<file path="src/rtl/rlb_pkg.sv">
`default_nettype none

package rlb_pkg;

   // Blend mode codes held in the mode register.
   localparam logic [2:0] MODE_SUBTRACT = 3'd0;
   localparam logic [2:0] MODE_SCREEN   = 3'd1;
   localparam logic [2:0] MODE_OVERLAY  = 3'd2;
   localparam logic [2:0] MODE_SCALE    = 3'd3;
   localparam logic [2:0] MODE_ADD      = 3'd4;

   // Register indexes on the configuration port.
   localparam logic [1:0] CSR_BLEND_MODE    = 2'd0;
   localparam logic [1:0] CSR_RED_OPERAND   = 2'd1;
   localparam logic [1:0] CSR_GREEN_OPERAND = 2'd2;
   localparam logic [1:0] CSR_BLUE_OPERAND  = 2'd3;

   localparam logic [7:0] PIX_MAX = 8'd255;

   // One pixel pair presented on the request channel.
   typedef struct packed {
      logic [7:0] top_red;
      logic [7:0] top_green;
      logic [7:0] top_blue;
      logic [7:0] bottom_red;
      logic [7:0] bottom_green;
      logic [7:0] bottom_blue;
   } req_payload_type;

   // One blended pixel on the response channel.
   typedef struct packed {
      logic [7:0] out_red;
      logic [7:0] out_green;
      logic [7:0] out_blue;
   } rsp_payload_type;

   // Configuration state handed from the register file to the datapath.
   typedef struct packed {
      logic [2:0] blend_mode;
      logic [7:0] red_operand;
      logic [7:0] green_operand;
      logic [7:0] blue_operand;
   } cfg_type;

endpackage

`default_nettype wire

</file>
<file path="src/rtl/rlb_div255.sv">
`default_nettype none

module rlb_div255 (
   input  wire logic [15:0] dividend,
   output logic [7:0]       quotient
);
   import rlb_pkg::*;

   logic [15:0] approx_sum;
   logic [7:0]  estimate;
   logic [15:0] remainder;

   // Dividing by 256 and adding the 1/256 term lands on the true quotient
   // or one below it, for every dividend this datapath can produce.
   assign approx_sum = dividend + {8'd0, dividend[15:8]};
   assign estimate   = approx_sum[15:8];

   // One compare and subtract settles the last unit.
   assign remainder = dividend - ({8'd0, estimate} * 16'(PIX_MAX));
   assign quotient  = (remainder >= 16'(PIX_MAX)) ? estimate + 8'd1 : estimate;

endmodule

`default_nettype wire

</file>
<file path="src/rtl/rlb_channel.sv">
`default_nettype none

module rlb_channel (
   input  wire logic [2:0] blend_mode,
   input  wire logic [7:0] top_value,
   input  wire logic [7:0] bottom_value,
   input  wire logic [7:0] operand,
   output logic [7:0]      result
);
   import rlb_pkg::*;

   logic [7:0]  inv_top;
   logic [7:0]  inv_bottom;
   logic        overlay_low;
   logic [7:0]  mul_a;
   logic [7:0]  mul_b;
   logic [15:0] product;
   logic [15:0] scaled;
   logic [15:0] rounded;
   logic [7:0]  quotient;
   logic [8:0]  add_sum;

   assign inv_top     = PIX_MAX - top_value;
   assign inv_bottom  = PIX_MAX - bottom_value;
   assign overlay_low = ~bottom_value[7];

   // Pick the two factors of the single shared multiplier.
   always_comb begin
      unique case (blend_mode)
         MODE_SCREEN: begin
            mul_a = inv_top;
            mul_b = inv_bottom;
         end
         MODE_OVERLAY: begin
            mul_a = overlay_low ? top_value    : inv_top;
            mul_b = overlay_low ? bottom_value : inv_bottom;
         end
         MODE_SCALE: begin
            mul_a = bottom_value;
            mul_b = operand;
         end
         default: begin
            mul_a = inv_top;
            mul_b = inv_bottom;
         end
      endcase
   end

   assign product = 16'(mul_a) * 16'(mul_b);

   // Overlay doubles the product; one factor is then at most 127, so it fits.
   assign scaled  = (blend_mode == MODE_OVERLAY) ? {product[14:0], 1'b0} : product;
   assign rounded = scaled + 16'd127;

   rlb_div255 u_div255 (
      .dividend (rounded),
      .quotient (quotient)
   );

   assign add_sum = {1'b0, bottom_value} + {1'b0, operand};

   // Final selection per mode, with the clamps and saturations.
   always_comb begin
      unique case (blend_mode)
         MODE_SUBTRACT: result = (bottom_value > top_value) ? bottom_value - top_value : 8'd0;
         MODE_SCREEN:   result = PIX_MAX - quotient;
         MODE_OVERLAY:  result = overlay_low ? quotient : PIX_MAX - quotient;
         MODE_SCALE:    result = (product[15:8] != 8'd0) ? PIX_MAX : product[7:0];
         MODE_ADD:      result = add_sum[8] ? PIX_MAX : add_sum[7:0];
         default:       result = bottom_value;
      endcase
   end

endmodule

`default_nettype wire

</file>
<file path="src/rtl/rlb_csr.sv">
`default_nettype none

module rlb_csr (
   input  wire logic        clock,
   input  wire logic        reset,
   input  wire logic        csr_write,
   input  wire logic [1:0]  csr_index,
   input  wire logic [7:0]  csr_wdata,
   output rlb_pkg::cfg_type cfg
);
   import rlb_pkg::*;

   cfg_type cfg_ff;
   cfg_type cfg_in;

   // Decode the register index of a write.
   always_comb begin
      cfg_in = cfg_ff;
      if (csr_write) begin
         unique case (csr_index)
            CSR_BLEND_MODE:    cfg_in.blend_mode    = csr_wdata[2:0];
            CSR_RED_OPERAND:   cfg_in.red_operand   = csr_wdata;
            CSR_GREEN_OPERAND: cfg_in.green_operand = csr_wdata;
            CSR_BLUE_OPERAND:  cfg_in.blue_operand  = csr_wdata;
         endcase
      end
   end

   always_ff @(posedge clock) begin
      if (reset) begin
         cfg_ff <= '0;
      end else begin
         cfg_ff <= cfg_in;
      end
   end

   assign cfg = cfg_ff;

endmodule

`default_nettype wire

</file>
<file path="src/rtl/rgb_layer_blend_unit.sv">
`default_nettype none
// Path: a pixel taken on the request channel waits in the input register, then its blend
// moves to the result register driving rsp_data. Throughput: one pixel per cycle while
// rsp_stall is low, through a single multiplier and divide-by-255 stage per channel.
// Reset: synchronous and active high; both pipeline stages empty, configuration reads zero.
// Configuration writes take effect on the following cycle.

module rgb_layer_blend_unit (
   input  wire logic                    clock,
   input  wire logic                    reset,
   input  wire logic                    req_valid,
   output logic                         req_stall,
   input  wire rlb_pkg::req_payload_type req_data,
   output logic                         rsp_valid,
   input  wire logic                    rsp_stall,
   output rlb_pkg::rsp_payload_type     rsp_data,
   input  wire logic                    csr_write,
   input  wire logic [1:0]              csr_index,
   input  wire logic [7:0]              csr_wdata
);
   import rlb_pkg::*;

   cfg_type         cfg;
   logic            in_valid_ff;
   logic            in_valid_in;
   req_payload_type in_data_ff;
   logic            rsp_valid_ff;
   logic            rsp_valid_in;
   rsp_payload_type rsp_data_ff;
   rsp_payload_type blended;
   logic            load_in;
   logic            advance;

   rlb_csr u_csr (
      .clock     (clock),
      .reset     (reset),
      .csr_write (csr_write),
      .csr_index (csr_index),
      .csr_wdata (csr_wdata),
      .cfg       (cfg)
   );

   // The held pixel moves on whenever the result register is free or draining.
   assign advance   = in_valid_ff & (~rsp_valid_ff | ~rsp_stall);
   assign req_stall = in_valid_ff & rsp_valid_ff & rsp_stall;
   assign load_in   = req_valid & ~req_stall;

   assign in_valid_in  = load_in | (in_valid_ff & ~advance);
   assign rsp_valid_in = advance | (rsp_valid_ff & rsp_stall);

   // Three identical channel datapaths.
   rlb_channel u_red (
      .blend_mode   (cfg.blend_mode),
      .top_value    (in_data_ff.top_red),
      .bottom_value (in_data_ff.bottom_red),
      .operand      (cfg.red_operand),
      .result       (blended.out_red)
   );

   rlb_channel u_green (
      .blend_mode   (cfg.blend_mode),
      .top_value    (in_data_ff.top_green),
      .bottom_value (in_data_ff.bottom_green),
      .operand      (cfg.green_operand),
      .result       (blended.out_green)
   );

   rlb_channel u_blue (
      .blend_mode   (cfg.blend_mode),
      .top_value    (in_data_ff.top_blue),
      .bottom_value (in_data_ff.bottom_blue),
      .operand      (cfg.blue_operand),
      .result       (blended.out_blue)
   );

   // Pipeline control state.
   always_ff @(posedge clock) begin
      if (reset) begin
         in_valid_ff  <= 1'b0;
         rsp_valid_ff <= 1'b0;
      end else begin
         in_valid_ff  <= in_valid_in;
         rsp_valid_ff <= rsp_valid_in;
      end
   end

   // Payload registers load on a transfer into their stage.
   always_ff @(posedge clock) begin
      if (load_in) begin
         in_data_ff <= req_data;
      end
      if (advance) begin
         rsp_data_ff <= blended;
      end
   end

   assign rsp_valid = rsp_valid_ff;
   assign rsp_data  = rsp_data_ff;

   // A pixel leaving the input stage is always waiting in the result register next.
   a_advance_fills: assert property (@(posedge clock) disable iff (reset)
      advance |=> rsp_valid_ff)
      else $error("advanced pixel missing from result register");

   // Stalling upstream only when both stages are occupied.
   a_stall_full: assert property (@(posedge clock) disable iff (reset)
      req_stall |-> (in_valid_ff && rsp_valid_ff))
      else $error("request stalled with a free stage");

   // A held pixel keeps its value while it cannot move on.
   a_hold_input: assert property (@(posedge clock) disable iff (reset)
      (in_valid_ff && !advance) |=> (in_valid_ff && $stable(in_data_ff)))
      else $error("held input pixel lost or changed");

   // Every accepted transfer lands in the input stage.
   a_accept_lands: assert property (@(posedge clock) disable iff (reset)
      load_in |=> (in_valid_ff && (in_data_ff == $past(req_data))))
      else $error("accepted pixel not captured");

endmodule

`default_nettype wire

</file>
<file path="config.mk">
export PLATFORM = sky130hd
export DESIGN_NAME = rgb_layer_blend_unit
export DESIGN_NICKNAME = d
export VERILOG_FILES = /design/src/rtl/rlb_pkg.sv /design/src/rtl/rlb_div255.sv /design/src/rtl/rlb_channel.sv /design/src/rtl/rlb_csr.sv /design/src/rtl/rgb_layer_blend_unit.sv
export SDC_FILE = /design/constraint.sdc
export NUM_CORES = 1
export LEC_CHECK = 0
export BUFFER_PORTS_ARGS = -buffer_cell sky130_fd_sc_hd__buf_4
export CAP_MARGIN = 20
export CORE_MARGIN = 4
export CORE_UTILIZATION = 65
export DETAILED_ROUTE_END_ITERATION = 7
export PLACE_DENSITY_LB_ADDON = 0.08
export SYNTH_ARGS = -nofsm -noshare
export SYNTH_HDL_FRONTEND = slang
export SYNTH_HIERARCHICAL = 1
export SYNTH_SLANG_ARGS = --single-unit
</file>
<file path="constraint.sdc">
create_clock -name clock -period 19.2 [get_ports clock]
set_input_delay 0.96 -clock clock [delete_from_list [all_inputs] [get_ports clock]]
set_output_delay 0.96 -clock clock [all_outputs]
set_load 0.005 [all_outputs]
</file>
After elaboration in Yosys (flattened, before gate mapping)
Index checks and enable logic that the tools add are counted.
{"block": "word_totals", "romBits": 0, "out_inout_bits": 26, "latchBits": 0, "reg_bits": 101, "word_cells": 116, "mem_count": 0, "input_bits": 63, "mem_bits_rw": 0}
{"block": "op_classes", "n_mux": 33, "n_bitwise": 13, "order_cmp": 6, "eq_ne": 7, "shift": 0, "div_mod_pow": 0, "addsub": 27, "n_reduce_logical": 9, "multipliers": 6}
{"operator": "8-bit 2-to-1 mux", "n": 21}
{"operator": "8-bit case mux with 5 select lines", "n": 3}
{"operator": "8-bit case mux with 2 select lines", "n": 6}
{"operator": "8-bit subtractor (first input constant)", "n": 9}
{"operator": "16-bit by 7-bit adder with 16-bit output (second input constant)", "n": 3}
{"operator": "16-bit by 8-bit adder with 16-bit output", "n": 3}
{"operator": "16-bit by 8-bit greater-or-equal comparator with 1-bit output (second input constant)", "n": 3}
{"operator": "8-bit by 8-bit multiplier with 16-bit output", "n": 3}
{"operator": "8-bit by 8-bit multiplier with 16-bit output (second input constant)", "n": 3}
{"operator": "16-bit 2-to-1 mux", "n": 3}
{"operator": "16-bit subtractor", "n": 3}
{"operator": "8-bit by 8-bit adder with 9-bit output", "n": 3}
{"operator": "8-bit by 1-bit adder with 8-bit output (second input constant)", "n": 3}
{"operator": "8-bit greater-than comparator", "n": 3}
{"operator": "8-bit nonzero test", "n": 3}
{"operator": "8-bit subtractor", "n": 3}
{"operator": "2-bit AND reduction", "n": 4}
{"operator": "1-bit bitwise AND", "n": 6}
{"operator": "3-bit by 2-bit equality test with 1-bit output (second input constant)", "n": 2}
{"operator": "2-bit equality test (second input constant)", "n": 2}
{"operator": "1-bit inverter", "n": 4}
{"operator": "3-bit by 1-bit equality test with 1-bit output (second input constant)", "n": 1}
{"operator": "3-bit equality test (second input constant)", "n": 1}
{"operator": "3-bit zero test", "n": 1}
{"operator": "3 further kinds", "n": 5}

Longest topological paths before layout
{"block": "depth", "word_depth": 14, "depth_mapped": 59, "depth_no_buf": 56}

Modules after synthesis
The synthesis kept the hierarchy.
{"module": "rlb_div255 at u_green.u_div255 ...", "cells_per_inst": 378, "seq_area_each_um2": 0.0, "area_each_um2": 3090.5, "instances": 2}
{"module": "rlb_channel at u_blue", "cells_per_inst": 593, "seq_area_each_um2": 0.0, "area_each_um2": 4419.2, "instances": 1}
{"module": "rlb_channel at u_green", "cells_per_inst": 617, "seq_area_each_um2": 0.0, "area_each_um2": 4367.9, "instances": 1}
{"module": "rlb_channel at u_red", "cells_per_inst": 602, "seq_area_each_um2": 0.0, "area_each_um2": 4285.4, "instances": 1}
{"module": "rlb_div255 at u_blue.u_div255", "cells_per_inst": 332, "seq_area_each_um2": 0.0, "area_each_um2": 2850.2, "instances": 1}
{"module": "rgb_layer_blend_unit", "cells_per_inst": 82, "seq_area_each_um2": 2202.1, "area_each_um2": 2248.4, "instances": 1}
{"module": "rlb_csr", "cells_per_inst": 100, "seq_area_each_um2": 540.5, "area_each_um2": 1102.3, "instances": 1}

Least setup slack after synthesis
No wires, ideal clock.
{"block": "synth_path", "path_type": "flip-flop to flip-flop", "start": "register u_csr.cfg_ff (netlist bit u_csr/cfg[26])", "end": "register rsp_data_ff (netlist bit rsp_data[17]) (data pin)", "setup_ns": 0.264, "period_less_slack_ns": 13.300, "path_slack_ns": 5.900, "path_buffers": 2, "t_arrival_ns": 13.036, "stages_incl_launch_ff": 52, "required_time_ns": 18.936, "cell_sequence": "dfxtp_1 nand2b_1 clkbuf_1 nor2_1 xor2_1 a21oi_1 nand2_1 fa_1 fa_1 inv_1 fa_1 inv_1 fa_1 inv_1 ha_1 o21ai_0 or4b_1 a31oi_1 [16 not listed] inv_1 fa_1 inv_1 fa_1 inv_1 ha_1 nor2_1 nor3b_2 nor3_1 or3b_1 a22oi_1 nand4_1 nor3_1 mux2_2 xnor2_1 o221ai_1 a211oi_1 a21oi_1"}
{"element": "start, declared", "line_no": "rlb_csr.sv:13", "text": "cfg_type cfg_ff;"}
{"element": "start signal, assigned", "line_no": "rlb_csr.sv:33", "text": "cfg_ff <= cfg_in;"}
{"element": "end signal, assigned", "line_no": "rgb_layer_blend_unit.sv:93", "text": "rsp_data_ff <= blended;"}
{"element": "end, declared", "line_no": "rgb_layer_blend_unit.sv:29", "text": "rsp_payload_type rsp_data_ff;"}

==> impl_metrics.json <==
{
  "numCtsBuffers": 9,
  "required_ns": 19.29,
  "synth-adder-area-share_pct": 33.28,
  "die_w_um": 205.9,
  "synth_cells": 3082,
  "drv_cap": 0,
  "seq_area_frac_synth_pct": 10.77,
  "synth_top_family_by_area": "adder cells",
  "end_kind": "flip-flop",
  "fp.dieArea_sq_mm": 0.04239,
  "hold_buffers": 0,
  "yosysMostFrequentCell": "inv_1",
  "grt_first_pass_wirelength_um": 110100,
  "muxShareOfSynthArea_pct": 2.187,
  "portBuffers": 88,
  "finalWirelength_um": 66470,
  "synthTopCellsByCount": "492 x inv_1, 321 x ha_1, 251 x nor2_1",
  "drive_gt1_share_pct": 7.534,
  "max_slew_margin_pct": 25.49,
  "reg2reg_to": "rsp_data[20]$_DFFE_PP_",
  "post-dp-hpwl_um": 55240,
  "wl_per_cell_um": 18.27,
  "layout.nets": 3720,
  "cts.sinks": 101,
  "period_share_pct": 83.62,
  "start_kind": "flip-flop",
  "die_h_um": 205.9,
  "min_to": "u_csr/cfg[16]$_SDFFE_PP0P_",
  "synth_cell_type_count": 122,
  "cts_root_buf": "clkbuf_16",
  "worst_slew_pin_slew_ns": 1.106,
  "synth-seq-cells": 101,
  "drtAntennaViolNets": 0,
  "grt-ovfl-total": 0,
  "worstHoldStart": "u_csr/cfg[16]$_SDFFE_PP0P_",
  "slowest_stage": "nor2_1",
  "fmax_ghz": 0.06228,
  "core_area_sq_mm": 0.03865,
  "routed_via_density": 6.167,
  "cts_setup_buffers": 0,
  "synth_xor_area_share_pct": 6.852,
  "cts.clk_slew.worst_paths_ns": 0.08,
  "yosys_most_used_dff": "edfxtp_1",
  "setup_viol": 0,
  "reg2reg_setup_slack_ns": 3.14,
  "arrival_ns": 16.15,
  "initialDrtViolationCount": 2208,
  "synth_area_leaders": "fa_1 17%, ha_1 16%, edfxtp_1 8.5%",
  "synthArstFlopShare_pct": 0,
  "antenna_found_initial": 1,
  "status": "finished, final reports clean",
  "critPathMaxStageDelay_ns": 0.79,
  "yosys.area_share.simple_pct": 18.12,
  "syn_area_sq_mm": 0.02545,
  "multi_input_area_sq_mm": 0.02050,
  "area_growth_pct": 5.230,
  "clockBufferDepth": 2,
  "via_count": 22430,
  "yosysTopAreaCell": "fa_1",
  "finalSetupTns_ns": 0,
  "fin_skew_ns": 0.01413,
  "yosysTopAreaCellShare_pct": 17.46,
  "cts_max_level": 3,
  "synth_compound_area_share_pct": 20.01,
  "synth_nets": 3688,
  "hold_class": "reg -> reg",
  "drc": 0,
  "ff_latch_area_sq_mm": 0.002744,
  "globalRouteTotalUtil_pct": 31.47,
  "cts_resized": 0,
  "synth-edff-count": 72,
  "critPathKind": "reg -> reg",
  "clkLatencyLatePin_ns": 0.36,
  "reg2reg_from": "u_csr/cfg[26]$_SDFFE_PP0P_",
  "drt_pre_antenna_iters": 6,
  "whs_path_depth": 2,
  "cts_tree": "yes",
  "start_util_pct": 65.86,
  "gp_congestion": 0.9950,
  "rsz0062_at_grt": "no",
  "nFillCells": 3168,
  "grt_max_degree": 56,
  "antenna_cells": 0,
  "synth_area_per_cell_sq_um": 8.259,
  "maxSlewViolCount": 0,
  "min_period_ns": 16.06,
  "rows": 72,
  "path_max_fanout": 26,
  "grt_pass1_vias": 22180,
  "top_level_ports": 89,
  "reg2regPathDepth": 50,
  "finalHoldViolations": 0,
  "ys_warn_count": 6
}
## final cells by class
| class | instances | share of cell area (%) |
|---|---|---|
| multi-input combinational | 2408 | 76.52 |
| sequential | 101 | 10.24 |
| inverter | 495 | 6.937 |
| timing repair buffer | 99 | 2.765 |
| tap | 518 | 2.420 |
| clock buffer | 11 | 0.9062 |
| clock inverter | 5 | 0.2055 |
## through the flow
stage	cells	area (sq um)	hold slack [ns]	util [%]	worst slack [ns]
floorplan	3082	25450	0.4602	-	5.900
global placement	3620	26480	0.4961	68.53	3.893
detailed placement	3620	26480	0.5041	68.53	3.493
CTS	3636	26780	0.5241	69.30	3.443
global route	3637	26790	0.5401	69.31	2.139
finish	3637	26790	0.5222	69.31	3.144
## worst max-delay path: cells and delay by family (launching register included)
family	cells	cell delay, ns
simple gates	9	3.37
mux	1	0.21
flops	1	0.47
buf+inv	9	1.04
compound gates	18	4.65
xor+xnor	2	0.88
fa+ha+maj	11	5.14
## kinds of logic (layout without fill, tap and decap cells)
family          after synthesis  after routing
compound gates              722            722
xor+xnor                    188            188
fa+ha+maj                   544            544
buf+inv                     573            610
flops                       101            101
mux                          54             54
simple gates                900            900
## registers in the layout, summed over array words and instances (netlist names)
signal / flops
rsp_valid: 1
rsp_data: 24
u_csr/cfg: 27
in_valid_ff: 1
in_data_ff: 48
## routing by layer
metal	GRT usage [%]	up-vias	part of all wire, %
met3	3.891	106	7.6
met5	0	-	0
met2	52.68	923	46
li1	-	10680	-
met1	44.17	10730	44
met4	6.797	0	1.9
## how the worst max path moves through the flow
stage                                  end                       start  slack (ns)  cells past startpoint
detailed placement  rsp_data[20]$_DFFE_PP_  u_csr/cfg[26]$_SDFFE_PP0P_        3.49                     50
floorplan           rsp_data[17]$_DFFE_PP_  u_csr/cfg[26]$_SDFFE_PP0P_        5.90                     51
CTS                 rsp_data[20]$_DFFE_PP_  u_csr/cfg[26]$_SDFFE_PP0P_        3.44                     50
global route        rsp_data[20]$_DFFE_PP_  u_csr/cfg[26]$_SDFFE_PP0P_        2.14                     50
global placement    rsp_data[20]$_DFFE_PP_  u_csr/cfg[26]$_SDFFE_PP0P_        3.89                     50
finish              rsp_data[20]$_DFFE_PP_  u_csr/cfg[26]$_SDFFE_PP0P_        3.14                     50
## cells in the final DEF (no fill, tap or decap), types with 22 or more instances in the layout
cell      instances
nor2_1          250
inv_1           492
nor2b_1          43
dfxtp_1          28
fa_1            222
mux2i_1          50
ha_1            321
or3_1            23
o211ai_1         33
edfxtp_1         72
o21a_1           46
o21ai_1          31
a21oi_1         196
a21o_1           40
nand4_1          28
and2_1           31
a31oi_1          22
a211oi_1         28
nand2b_1         62
and3_1           22
o21ai_0         111
xnor2_1         124
nand2_1         216
nand3_1          48
buf_4            98
xor2_1           54
nor3_1           61
Power is not shown: default switching activity piles up to over one toggle a cycle in this logic, so the estimate is an artifact.
